## config.mk

```make
export PLATFORM = sky130hd
export DESIGN_NAME = skt_cell
export DESIGN_NICKNAME = d
export VERILOG_FILES = /design/src/hw/rtl/skt_pkg.sv /design/src/hw/rtl/skt_cell.sv
export SDC_FILE = /design/constraint.sdc
export NUM_CORES = 1
export LEC_CHECK = 0
export BUFFER_PORTS_ARGS = -buffer_cell sky130_fd_sc_hd__buf_2
export CAP_MARGIN = 20
export CORE_MARGIN = 8
export CORE_UTILIZATION = 25
export CTS_CLUSTER_SIZE = 20
export DETAILED_ROUTE_END_ITERATION = 10
export SLEW_MARGIN = 20
export SYNTH_ARGS = -nofsm -noshare
export SYNTH_HDL_FRONTEND = slang
export SYNTH_SLANG_ARGS = --single-unit
```

## constraint.sdc

```tcl
create_clock -name clk -period 2.3 [get_ports clk]
set_input_delay 0.115 -clock clk [delete_from_list [all_inputs] [get_ports clk]]
set_output_delay 0.115 -clock clk [all_outputs]
set_load 0.03 [all_outputs]
```

## src/hw/rtl/skt_pkg.sv

```systemverilog
`timescale 1ns / 1ps
// ----------------------------------------------------------------------------
// skt_pkg
// Shared types and codes of the sorted key table: record layout, cell
// commands, operation and status codes.
// ----------------------------------------------------------------------------
package skt_pkg;

    localparam int TABLE_ENTRIES_DEF = 64;

    localparam int KEY_W    = 31;
    localparam int CODE_W   = 16;
    localparam int SLOT_W   = 6;
    localparam int OP_W     = 2;
    localparam int STATUS_W = 3;

    localparam int IN_DATA_W  = 112;
    localparam int OUT_DATA_W = 56;

    localparam logic [OP_W-1:0] OP_INSERT = 2'd0;
    localparam logic [OP_W-1:0] OP_DELETE = 2'd1;
    localparam logic [OP_W-1:0] OP_SEARCH = 2'd2;

    localparam logic [STATUS_W-1:0] ST_INSERTED  = 3'd0;
    localparam logic [STATUS_W-1:0] ST_FULL      = 3'd1;
    localparam logic [STATUS_W-1:0] ST_BAD_KEY   = 3'd2;
    localparam logic [STATUS_W-1:0] ST_DELETED   = 3'd3;
    localparam logic [STATUS_W-1:0] ST_NOT_FOUND = 3'd4;
    localparam logic [STATUS_W-1:0] ST_MATCH     = 3'd5;
    localparam logic [STATUS_W-1:0] ST_NO_MATCH  = 3'd6;

    typedef struct packed {
        logic [KEY_W-1:0]  key;
        logic [CODE_W-1:0] handle;
        logic [CODE_W-1:0] city;
        logic [CODE_W-1:0] region;
        logic [CODE_W-1:0] nation;
    } skt_rec_t;

    typedef enum logic [1:0] {
        CELL_HOLD,
        CELL_INSERT,
        CELL_DELETE,
        CELL_ROTATE
    } cell_op_t;

    typedef struct packed {
        cell_op_t         op;
        logic [KEY_W-1:0] key;
        skt_rec_t         new_rec;
    } skt_cmd_t;

    typedef struct packed {
        logic gt;
        logic eq;
    } skt_flag_t;

endpackage

```

## src/hw/rtl/skt_cell.sv

```systemverilog
`timescale 1ns / 1ps
// ----------------------------------------------------------------------------
// skt_cell
// One slot of the sorted key table. Holds a record, compares its key with
// the request key and loads from itself, its neighbors or the new record.
// ----------------------------------------------------------------------------
module skt_cell
(
    input  logic              clk,
    input  logic              rst_n,
    input  skt_pkg::skt_cmd_t cmd,
    input  logic              prev_gt,
    input  skt_pkg::skt_rec_t left_rec,
    input  skt_pkg::skt_rec_t right_rec,
    output skt_pkg::skt_rec_t rec,
    output skt_pkg::skt_flag_t flag
);

    skt_pkg::skt_rec_t rec_reg;
    skt_pkg::skt_rec_t rec_next;

    // An empty slot counts as larger than any key, so the insert point is
    // the first slot that reports gt.
    always_comb
    begin
        flag.gt = (rec_reg.key == '0) || (rec_reg.key > cmd.key);
        flag.eq = (rec_reg.key != '0) && (rec_reg.key == cmd.key);
    end

    always_comb
    begin
        rec_next = rec_reg;
        case (cmd.op)
            skt_pkg::CELL_INSERT:
            begin
                if (prev_gt)
                begin
                    rec_next = left_rec;
                end
                else if (flag.gt)
                begin
                    rec_next = cmd.new_rec;
                end
            end
            skt_pkg::CELL_DELETE:
            begin
                if (flag.gt || flag.eq)
                begin
                    rec_next = right_rec;
                end
            end
            skt_pkg::CELL_ROTATE:
            begin
                rec_next = right_rec;
            end
            default:
            begin
                rec_next = rec_reg;
            end
        endcase
    end

    always_ff @(posedge clk or negedge rst_n)
    begin
        if (!rst_n)
        begin
            rec_reg <= '0;
        end
        else
        begin
            rec_reg <= rec_next;
        end
    end

    assign rec = rec_reg;

endmodule

```

# After elaboration in Yosys (flattened, before gate mapping)
# Index checks and enable logic that the tools add are counted.
classes:
  n_lt_le_gt_ge: 1
  n_eq_ne: 6
  n_mux: 4
  n_reduce_logical: 7
op_table:
  columns: ["cell", "count"]
  rows:
  - ["2-to-1 mux 95 bit", 3]
  - ["case mux 95 bit (3 select lines)", 1]
  - ["== test 31 bit", 1]
  - ["greater-than comparator 31 bit", 1]
  - ["zero test 31 bit", 1]
  - ["nonzero test 31 bit", 1]
  - ["== test 2 bit, second input constant", 2]
  - ["inequality test 3 bit, second input constant", 1]
  - ["AND reduction 3 bit", 1]
  - ["nonzero test 3 bit", 1]
  - ["== test 2 x 1 -> 1 bit, second input constant", 1]
  - ["logical OR 1 bit", 2]
  - ["inequality test 2 bit, second input constant", 1]
  - ["logical AND 1 bit", 1]
word_totals:
  reg_bits: 95
  inputBits: 321
  output_inout_bits: 97
  word_cells: 23

# Depth between registers and ports, before layout
# Gate-level depths: netlist (run 1).
depth:
  depth_word: 5
  mapped_depth: 11
  depth_no_buf: 9

# Least setup slack after synthesis (run 1)
# No wires, ideal clock.
synth_path:
  path_kind: "reg-to-reg"
  from: "reg rec_reg (netlist bit rec[90])"
  to: "reg rec_reg (netlist bit rec[0])"
  setup_time_ps: 125
  t_arrival_ps: 2563
  required_ps: 2175
  path_slack_ps: -388
  stages_incl_launch_ff: 11
  path_buffers: 2
  period_less_slack_ps: 2688
  cell_sequence: "dfrtp_1 -> ha_1 -> nand4_1 -> and4bb_1 -> o2111ai_1 -> a21oi_2 -> nor4_4 -> a211oi_4 -> buf_6 -> buf_6 -> mux2_4"
synth_via:
  elab_chain_len: 5
  word_cells_on_any_way: 10
  classes_between: "1 x order compare; 3 x eq/ne; 6 x reduce/logical"
synth_rtl:
  columns: ["item", "line_no", "rtl"]
  rows:
  - ["start, declared", "skt_cell.sv:19", "skt_pkg::skt_rec_t rec_reg;"]
  - ["start signal, assigned", "skt_cell.sv:71", "rec_reg <= rec_next;"]
  - ["greater-than comparator 31 bit (tied with other cells)", "skt_cell.sv:26", "flag.gt = (rec_reg.key == '0) || (rec_reg.key > cmd.key);"]
  - ["logical OR 1 bit / logical AND 1 bit (equally long branches)", "skt_cell.sv:26, skt_cell.sv:27", null]
  - ["logical OR 1 bit", "skt_cell.sv:47", "if (flag.gt || flag.eq)"]
  - ["inequality test 2 bit (no source line)", null, null]
  - ["AND reduction 3 bit (no source line) *", null, null]
# Every way passes the cells marked *; elsewhere a longest branch is shown, timed or not.
# A chain may end at the register's enable or synchronous reset.

# Worst setup path in the final report (run 1)
layout_path:
  from: "reg rec_reg (netlist bit rec[85])"
  to: "reg rec_reg (netlist bit rec[78])"
# The elaborated chain is that of the path after synthesis.

==> impl_metrics.yaml, run 1 <==
status:
  status: "complete, but fails checks"
  failed_checks: "negative setup slack"
clock_tree:
  cts_tree: "done"
  clock_path_buffers: 2
  clk_latency_ns: 0.35
  cts_num_sinks: 95
  cts_buffers: 9
  cts-root-buf: "clkbuf_16"
  clkSlewWorstSetupHoldPaths_ns: 0.07
  htreeDepth: 3
critical_path:
  reg2reg_depth: 11
  required_ns: 2.52
  r2r_slack_ns: -0.43
  path_max_fanout: 5
  end_kind: "flop"
  r2r_start: "rec[85]$_DFFE_PN0P_"
  rr_endpoint: "rec[78]$_DFFE_PN0P_"
  crit_type: "flop to flop"
  startpoint_type: "flop"
  arrival_ns: 2.95
logic_synthesis:
  async_reset_ff_share_pct: 100
  synth.ff_latch_count: 95
  synth_warnings: 0
  seq_area_frac_synth_pct: 36.4
  synth_edf_count: 0
  syn_inst: 645
  synth_top_cell_by_area: "dfrtp_1"
  syn_area_mm2: 0.00654
  synth.distinct_cells: 32
  ys.flop_type: "dfrtp_1"
  syn-num-nets: 997
  synth.most_common_cell: "nand2_1"
  synth_area_leaders: "dfrtp_1 36%, mux2i_1 15%, mux2_4 11%"
  netlist.area_leader.share_pct: 36.4
  synth_area_per_cell_um2: 10.1
  synth.top_cells.by_count: "99 x nand2_1, 98 x o21ai_0, 96 x mux2i_1"
finish:
  syn_to_final_growth_pct: 55.1
  fin_cells: 1438
  nets: 1449
  drive_above_1_share_pct: 58.1
  largest_reg_flops: 95
route:
  vias: 6233
  routed_wirelength_mm: 24.5
  drtPass1Iterations: 4
  drcViolationCount: 0
  ant_nets: 0
  wl_per_cell_um: 17.0
  vias_per_cell: 4.33
  drt_iter0_drc: 140
global_routing:
  grt_max_degree: 129
  antenna_found_initial: 2
  first_global_vias: 6863
  grt_usage_pct: 14.7
  grt_remaining_overflow: 0
  grt_pass1_wl_mm: 36.5
place:
  dp_cells: 1414
  hpwl_mm: 20.5
  place_ws_ns: -0.509
  routabilityCongestion: 0.826
  portBuffers: 417
timing:
  setup_tns_ns: -36.24
  finClkSkew_ns: 0.0143
  setup_viol: 96
  relSlewSlack_pct: 56.4
  grt_setup_unrepaired: "yes"
  period_needed_ns: 2.73
  max_freq_ghz: 0.366
  maxSlewViolCount: 0
  worst_pin_slew_ns: 0.655
  hold_viol: 0
  layout_setup_ws_ns: -0.429
  hold_ws_ns: 0.106
  period_share_pct: 119
hold_path:
  holdCritStartpoint: "right_rec[60]"
  hold_path_class: "input pin to flop"
  min_to: "rec[60]$_DFFE_PN0P_"
  whs_path_depth: 4
die:
  fp.dieH_um: 178
  die_w_um: 178
  die_area_mm2: 0.0316
  io_pins: 418
  initial_utilization_pct: 25.3
  num_rows: 59
  coreArea_mm2: 0.0258
power:
  intPower_uw: 6320
  power.density_mw_per_mm2: 1080
  combinationalPowerShare_pct: 57.9
  switching_share_pct: 42.4
  power_frac_seq_pct: 27.4
  p_leak_uw: 0.00544
  clockPowerShare_pct: 14.6
  p_switching_uw: 4660
  ir_worst_vdd_v: 0.000469
flow_run:
  maxCapViolCount: 0
-- layout make-up --
| class | count | area, µm² |
|---|---|---|
| tap | 335 | 419 |
| sequential | 95 | 2400 |
| fill | 2610 | 15700 |
| clock buffer | 11 | 233 |
| inverter | 34 | 130 |
| antenna | 1 | 2.50 |
| clock inverter | 5 | 82.6 |
| timing repair buffer | 483 | 2760 |
| multi-input combinational | 474 | 4110 |
-- metrics by stage --
step | area (µm²) | power, µW | utilization [%]
after floorplan | 6670 | 6670 | -
after global placement | 9490 | 8940 | 36.7
after detailed placement | 9490 | 9020 | 36.7
after CTS | 9900 | 10800 | 38.3
after global routing | 10100 | 11700 | 39.2
final | 10100 | 11000 | 39.2
-- what timing repair did --
item,in CTS,in global routing
buffers inserted,2,2
pin swaps,0,6
hold buffers,1,0
setup endpoints to repair,97,97
gates resized for setup,9,46
cloned,1,1
hold endpoints to repair,46,0
-- routing by layer --
metal / global-route usage, % / up-vias / part of all wire (%)
li1: - / 3179 / -
met5: 0 / - / 0
met3: 3.98 / 17 / 6.7
met2: 26.5 / 222 / 52
met1: 17.0 / 2815 / 41
met4: 3.27 / 0 / 1.0
-- cell usage in the layout (no fill, tap or decap), types with 10 or more instances in the layout --
cell type / count
nand2_1: 99
clkbuf_16: 10
dfrtp_1: 73
inv_1: 33
mux2i_1: 96
buf_4: 54
dfrtp_2: 22
o21ai_0: 96
mux2_2: 23
mux2_4: 71
buf_2: 412
ha_1: 23
-- power groups by stage --
stage	registers (µW)	clock network [µW]	logic, µW
global route	3120	1730	6820
global placement	2990	0	5950
floorplan	4520	0	2160
detailed placement	2990	0	6030
CTS	3000	1670	6150
finish	3010	1610	6360
-- cells by family after synthesis --
family          count (synthesis)  share of synthesized area [%]
mux                           190                           33.7
simple gates                  134                           9.15
compound gates                119                           9.72
flops                          95                           36.4
buf+inv                        76                           5.13
fa+ha+maj                      31                           5.93
-- worst max path at each step --
stage                             start             endpoint  depth (start not counted)  slack, ns
global route        rec[94]$_DFFE_PN0P_  rec[39]$_DFFE_PN0P_                         10      -0.51
global placement    rec[66]$_DFFE_PN0P_   rec[6]$_DFFE_PN0P_                         12      -0.49
CTS                 rec[93]$_DFFE_PN0P_  rec[79]$_DFFE_PN0P_                         11      -0.45
floorplan           rec[93]$_DFFE_PN0P_  rec[72]$_DFFE_PN0P_                         10      -0.26
detailed placement  rec[66]$_DFFE_PN0P_  rec[12]$_DFFE_PN0P_                         12      -0.51
finish              rec[85]$_DFFE_PN0P_  rec[78]$_DFFE_PN0P_                         11      -0.43
-- critical path: stages, from the launching register on --
cell	delay, ns
dfrtp_2	0.45
ha_4	0.29
and4_4	0.23
and4bb_1	0.25
o2111ai_2	0.14
a21oi_2	0.20
nor4_4	0.07
a211oi_4	0.23
buf_4	0.19
buf_16	0.12
buf_4	0.14
mux2_4	0.30
(Power assumes the default switching activity.)
==> run 2: changes to the inputs <==
--- a/config.mk
+++ b/config.mk
@@ -5,7 +5,7 @@
 export SDC_FILE = /design/constraint.sdc
 export NUM_CORES = 1
 export LEC_CHECK = 0
-export BUFFER_PORTS_ARGS = -buffer_cell sky130_fd_sc_hd__buf_2
+export BUFFER_PORTS_ARGS = -buffer_cell sky130_fd_sc_hd__clkbuf_2
 export CAP_MARGIN = 20
 export CORE_MARGIN = 8
 export CORE_UTILIZATION = 25
==> run 2 against run 1 <==
Effect of this change:
- routed wire length grew 1.9%
- clock skew shrank 0.0042 ns
- fmax shrank 0.35%
- global-route usage grew 0.098 points
- die area is the same
- sequential share of layout area shrank 0.099 points
- the run still ends with negative setup slack left
- flip-flop and latch count is the same
- sequential power shrank 2%
- power is essentially flat
- clock-buffer cell count shrank 1
- critical endpoint is now rec[32]$_DFFE_PN0P_
- hold slack gained 0.00097 ns
- cell count is essentially flat
- largest cell class unchanged
==> impl_metrics.yaml, run 2 (same netlist as run 1, synthesis figures left out) <==
timing:
  setup_viol: 96
  worst_pin_slew_ns: 0.661
  period_needed_ns: 2.74
  layout_setup_ws_ns: -0.439
  hold_viol: 0
  relSlewSlack_pct: 55.9
  maxSlewViolCount: 0
  grt_setup_unrepaired: "yes"
  finClkSkew_ns: 0.0102
  max_freq_ghz: 0.365
  setup_tns_ns: -37.44
  period_share_pct: 119
route:
  routed_wirelength_mm: 25.0
  vias_per_cell: 4.33
  drtPass1Iterations: 4
  vias: 6224
  drt_iter0_drc: 167
  drcViolationCount: 0
  wl_per_cell_um: 17.3
  ant_nets: 0
power:
  power.density_mw_per_mm2: 1080
  clockPowerShare_pct: 12.9
  ir_worst_vdd_v: 0.000693
  p_switching_uw: 4760
  switching_share_pct: 43.3
  combinationalPowerShare_pct: 60.1
  p_leak_uw: 0.00556
  power_frac_seq_pct: 27.0
  intPower_uw: 6230
global_routing:
  first_global_vias: 6712
  grt_remaining_overflow: 0
  grt_pass1_wl_mm: 36.4
  grt_max_degree: 189
  antenna_found_initial: 0
  grt_usage_pct: 14.8
finish:
  multiInputGateArea_mm2: 0.00411
  nets: 1451
  final_core_util_pct: 39.4
  final_common_cell: "clkbuf_2"
  antenna_cells: 0
  fin_cells: 1439
  largest_reg_flops: 95
  regArea_mm2: 0.00240
  layout_common_cells: "413 x clkbuf_2, 99 x nand2_1, 96 x o21ai_0, 96 x mux2i_1, 78 x mux2_4"
  fillers: 2661
  syn_to_final_growth_pct: 55.8
  drive_above_1_share_pct: 58.1
place:
  hpwl_mm: 20.5
  dp_cells: 1412
  routabilityCongestion: 0.816
  portBuffers: 417
  place_ws_ns: -0.583
clock_tree:
  clkSlewWorstSetupHoldPaths_ns: 0.07
  clock_path_buffers: 2
  htreeDepth: 3
  clk_latency_ns: 0.35
  cts_tree: "done"
  cts-root-buf: "clkbuf_16"
  cts_num_sinks: 95
  cts_buffers: 9
die:
  die_area_mm2: 0.0316
  coreArea_mm2: 0.0258
  initial_utilization_pct: 25.3
  io_pins: 418
  die_w_um: 178
  fp.dieH_um: 178
  num_rows: 59
hold_path:
  hold_path_class: "input pin to flop"
status:
  failed_checks: "negative setup slack"
  status: "complete, but fails checks"
critical_path:
  crit_path_frequent_cell: "buf_12"
  path_max_fanout: 18
  startpoint_type: "flop"
  crit_type: "flop to flop"
  end_kind: "flop"
  cp_slowest_cell: "dfrtp_2"
  path_cells: "ha_4 > nand4_1 > and4bb_1 > o2111ai_2 > a21oi_2 > nor4_4 > a211oi_4 > buf_12 > buf_12 > buf_12 > mux2_2"
  required_ns: 2.52
  arrival_ns: 2.96
  cpPeakStageDelay_ns: 0.44
flow_run:
  maxCapViolCount: 0
run 2: cell type report:
cell class,count,share of cell area (%)
clock buffer,10,2.25
tap,335,4.12
multi-input combinational,474,40.4
sequential,95,23.6
timing repair buffer,485,27.9
clock inverter,6,0.442
inverter,34,1.25
run 2: final timing paths:
kind	slack [ns]	startpoint	end	cells after the start
max	-0.44	rec[92]$_DFFE_PN0P_	rec[32]$_DFFE_PN0P_	11
min	0.11	right_rec[56]	rec[56]$_DFFE_PN0P_	4
max reg2reg	-0.44	rec[92]$_DFFE_PN0P_	rec[32]$_DFFE_PN0P_	11
min reg2reg	0.51	rec[21]$_DFFE_PN0P_	rec[21]$_DFFE_PN0P_	1
max in group asynchronous	1.29	rst_n	rec[37]$_DFFE_PN0P_	3
min in group asynchronous	0.32	rst_n	rec[80]$_DFFE_PN0P_	2
run 2: metal layers:
metal | track usage, % | wire length [µm] | vias up
met3 | 3.81 | 1590 | 11
met4 | 2.95 | 176 | 0
met2 | 26.8 | 12800 | 209
met1 | 17.3 | 10400 | 2815
li1 | - | - | 3189
met5 | 0 | 0 | -
run 2: worst max-delay path: cells and delay by family (launching register included):
kind,cells,cell delay [ns]
compound gates,3,0.56
fa+ha+maj,1,0.28
flops,1,0.44
buf+inv,3,0.45
simple gates,3,0.52
mux,1,0.35
run 2: power by group through the flow:
stage	registers [µW]	logic [µW]	clock network, µW
3_5_place_dp	2970	6000	0
4_1_cts	2960	6340	1490
3_3_place_gp	2960	5930	0
6_report	2960	6600	1420
2_1_floorplan	4520	2160	0
5_1_grt	3070	7050	1540
run 2: repair_timing:
action                     4_1_cts  5_1_grt
pin swaps                        7        7
resized for setup               22       39
hold buffers                     1        0
buffers inserted                 3        3
hold endpoints to repair        42        0
gates cloned                     3        2
setup endpoints to repair       97       97
run 2: per-stage QoR:
step	area (µm²)	total power, µW	hold WS, ns
after floorplan	6670	6670	-0.181
after global placement	9450	8890	0.168
after detailed placement	9450	8980	0.164
after CTS	9950	10800	0.0778
after global routing	10200	11700	0.106
final	10200	11000	0.107
==> run 3: changes to the inputs <==
--- a/config.mk
+++ b/config.mk
@@ -9,8 +9,10 @@
 export CAP_MARGIN = 20
 export CORE_MARGIN = 8
 export CORE_UTILIZATION = 25
+export CTS_CLUSTER_DIAMETER = 60
 export CTS_CLUSTER_SIZE = 20
 export DETAILED_ROUTE_END_ITERATION = 10
+export SKIP_LAST_GASP = 1
 export SLEW_MARGIN = 20
 export SYNTH_ARGS = -nofsm -noshare
 export SYNTH_HDL_FRONTEND = slang
==> run 3 against run 2 <==
Effect of this change:
- the run still ends with negative setup slack left
- clock-buffer cell count unchanged
- register-to-register slack about the same
- global-route usage about the same
- setup slack worse by 0.0022 ns
- fmax about the same
- first-iteration DRC count up 8.4%
- largest cell class unchanged
- largest power group unchanged
- clock skew about the same
==> impl_metrics.yaml, run 3 (same netlist as run 1, synthesis figures left out) <==
finish:
  syn_to_final_growth_pct: 55.8
  layout_common_cells: "413 x clkbuf_2, 99 x nand2_1, 96 x o21ai_0, 96 x mux2i_1, 78 x mux2_4"
  largest_reg_flops: 95
  final_common_cell: "clkbuf_2"
  drive_above_1_share_pct: 58.2
  nets: 1451
  antenna_cells: 0
timing:
  worst_pin_slew_ns: 0.660
  finClkSkew_ns: 0.0102
  setup_viol: 96
  grt_setup_unrepaired: "yes"
  maxSlewViolCount: 0
  max_freq_ghz: 0.365
  relSlewSlack_pct: 56.0
  period_share_pct: 119
  hold_viol: 0
  period_needed_ns: 2.74
  setup_tns_ns: -37.46
  layout_setup_ws_ns: -0.441
place:
  portBuffers: 417
  hpwl_mm: 20.5
  routabilityCongestion: 0.816
  place_ws_ns: -0.583
critical_path:
  crit_buf_inv: 3
  r2r_slack_ns: -0.44
  end_kind: "flop"
  critical_path.top_delay_family: "compound AO/OA/AOI/OAI gates"
  r2r_start: "rec[92]$_DFFE_PN0P_"
  path_max_fanout: 18
  startpoint_type: "flop"
  cpPeakStageDelay_ns: 0.44
  rr_endpoint: "rec[32]$_DFFE_PN0P_"
  crit_path_frequent_cell: "buf_12"
  cp_slowest_cell: "dfrtp_2"
  path_cells: "ha_4 > nand4_1 > and4bb_1 > o2111ai_2 > a21oi_2 > nor4_4 > a211oi_4 > buf_12 > buf_12 > buf_12 > mux2_2"
  crit_type: "flop to flop"
  arrival_ns: 2.96
  required_ns: 2.52
  reg2reg_depth: 11
hold_path:
  hold_path_class: "input pin to flop"
  holdCritStartpoint: "right_rec[56]"
  whs_path_depth: 4
  min_to: "rec[56]$_DFFE_PN0P_"
global_routing:
  antenna_found_initial: 0
  grt_pass1_wl_mm: 36.3
  grt_max_degree: 189
  grt_remaining_overflow: 0
  first_global_vias: 6700
  grt_usage_pct: 14.8
clock_tree:
  htreeDepth: 3
  cts_num_sinks: 95
  cts-root-buf: "clkbuf_16"
  clkSlewWorstSetupHoldPaths_ns: 0.07
  cts_buffers: 9
  cts_tree: "done"
  clk_latency_ns: 0.35
  clock_path_buffers: 2
power:
  p_leak_uw: 0.00556
  clockPowerShare_pct: 12.9
  ir_worst_vdd_v: 0.000694
  intPower_uw: 6230
  p_switching_uw: 4760
  power_frac_seq_pct: 27.0
  combinationalPowerShare_pct: 60.1
  power.density_mw_per_mm2: 1080
  switching_share_pct: 43.3
die:
  fp.dieH_um: 178
  num_rows: 59
  die_w_um: 178
  coreArea_mm2: 0.0258
  initial_utilization_pct: 25.3
  die_area_mm2: 0.0316
  io_pins: 418
route:
  routed_wirelength_mm: 25.0
  wl_per_cell_um: 17.3
  drtPass1Iterations: 4
  vias_per_cell: 4.34
  drt_iter0_drc: 181
  vias: 6251
  ant_nets: 0
  drcViolationCount: 0
status:
  status: "complete, but fails checks"
  failed_checks: "negative setup slack"
flow_run:
  maxCapViolCount: 0
## run 3: cell types whose count changed in the layout (fill, tap and decap cells not counted), sizes merged
cell    change
buf         +1
clkbuf      -1
## run 3: power by group through the flow
stage	logic (µW)	clock network (µW)	registers, µW
final	6600	1420	2960
after global routing	7050	1540	3070
after CTS	6330	1490	2960
after detailed placement	6000	0	2970
after global placement	5930	0	2960
after floorplan	2160	0	4520
## run 3: worst min-delay path, cell delays in order
cell and delay, ns:
clkbuf_2 0.07, nand2_1 0.04, o21ai_0 0.06, mux2_4 0.14
## run 3: layout make-up
class / count / area [µm²]
clock buffer: 10 / 229
clock inverter: 6 / 45.0
fill: 2656 / 15700
inverter: 34 / 128
multi-input combinational: 474 / 4120
sequential: 95 / 2400
tap: 335 / 419
timing repair buffer: 485 / 2840
## run 3: routing by layer
metal	routed length, µm	track usage, %	part of all wire (%)
met5	0	0	0
met4	176	2.95	0.71
met3	1580	3.81	6.3
met2	12800	26.8	51
met1	10400	17.3	42
## run 3: stage by stage
step | util, % | hold slack, ns | area [µm²] | cells | power (µW)
5_1_grt | 39.4 | 0.106 | 10200 | 1439 | 11700
2_1_floorplan | - | -0.181 | 6670 | 645 | 6670
6_report | 39.4 | 0.107 | 10200 | 1439 | 11000
4_1_cts | 38.5 | 0.0778 | 9940 | 1434 | 10800
3_5_place_dp | 36.6 | 0.164 | 9450 | 1412 | 8980
3_3_place_gp | 36.6 | 0.168 | 9450 | 1412 | 8890
## run 3: how the worst max path moves through the flow
stage / depth (start not counted) / end / start
6_report: 11 / rec[32]$_DFFE_PN0P_ / rec[92]$_DFFE_PN0P_
5_1_grt: 11 / rec[81]$_DFFE_PN0P_ / rec[87]$_DFFE_PN0P_
3_3_place_gp: 10 / rec[52]$_DFFE_PN0P_ / rec[85]$_DFFE_PN0P_
2_1_floorplan: 10 / rec[72]$_DFFE_PN0P_ / rec[93]$_DFFE_PN0P_
4_1_cts: 11 / rec[32]$_DFFE_PN0P_ / rec[90]$_DFFE_PN0P_
3_5_place_dp: 10 / rec[94]$_DFFE_PN0P_ / rec[85]$_DFFE_PN0P_
## run 3: what timing repair did
action | 4_1_cts | 5_1_grt
hold buffers | 1 | 0
pin swaps | 7 | 9
endpoints found under the setup margin | 97 | 97
hold endpoints to repair | 42 | 0
gates resized for setup | 20 | 42
setup buffers | 3 | 3
cloned | 3 | 2
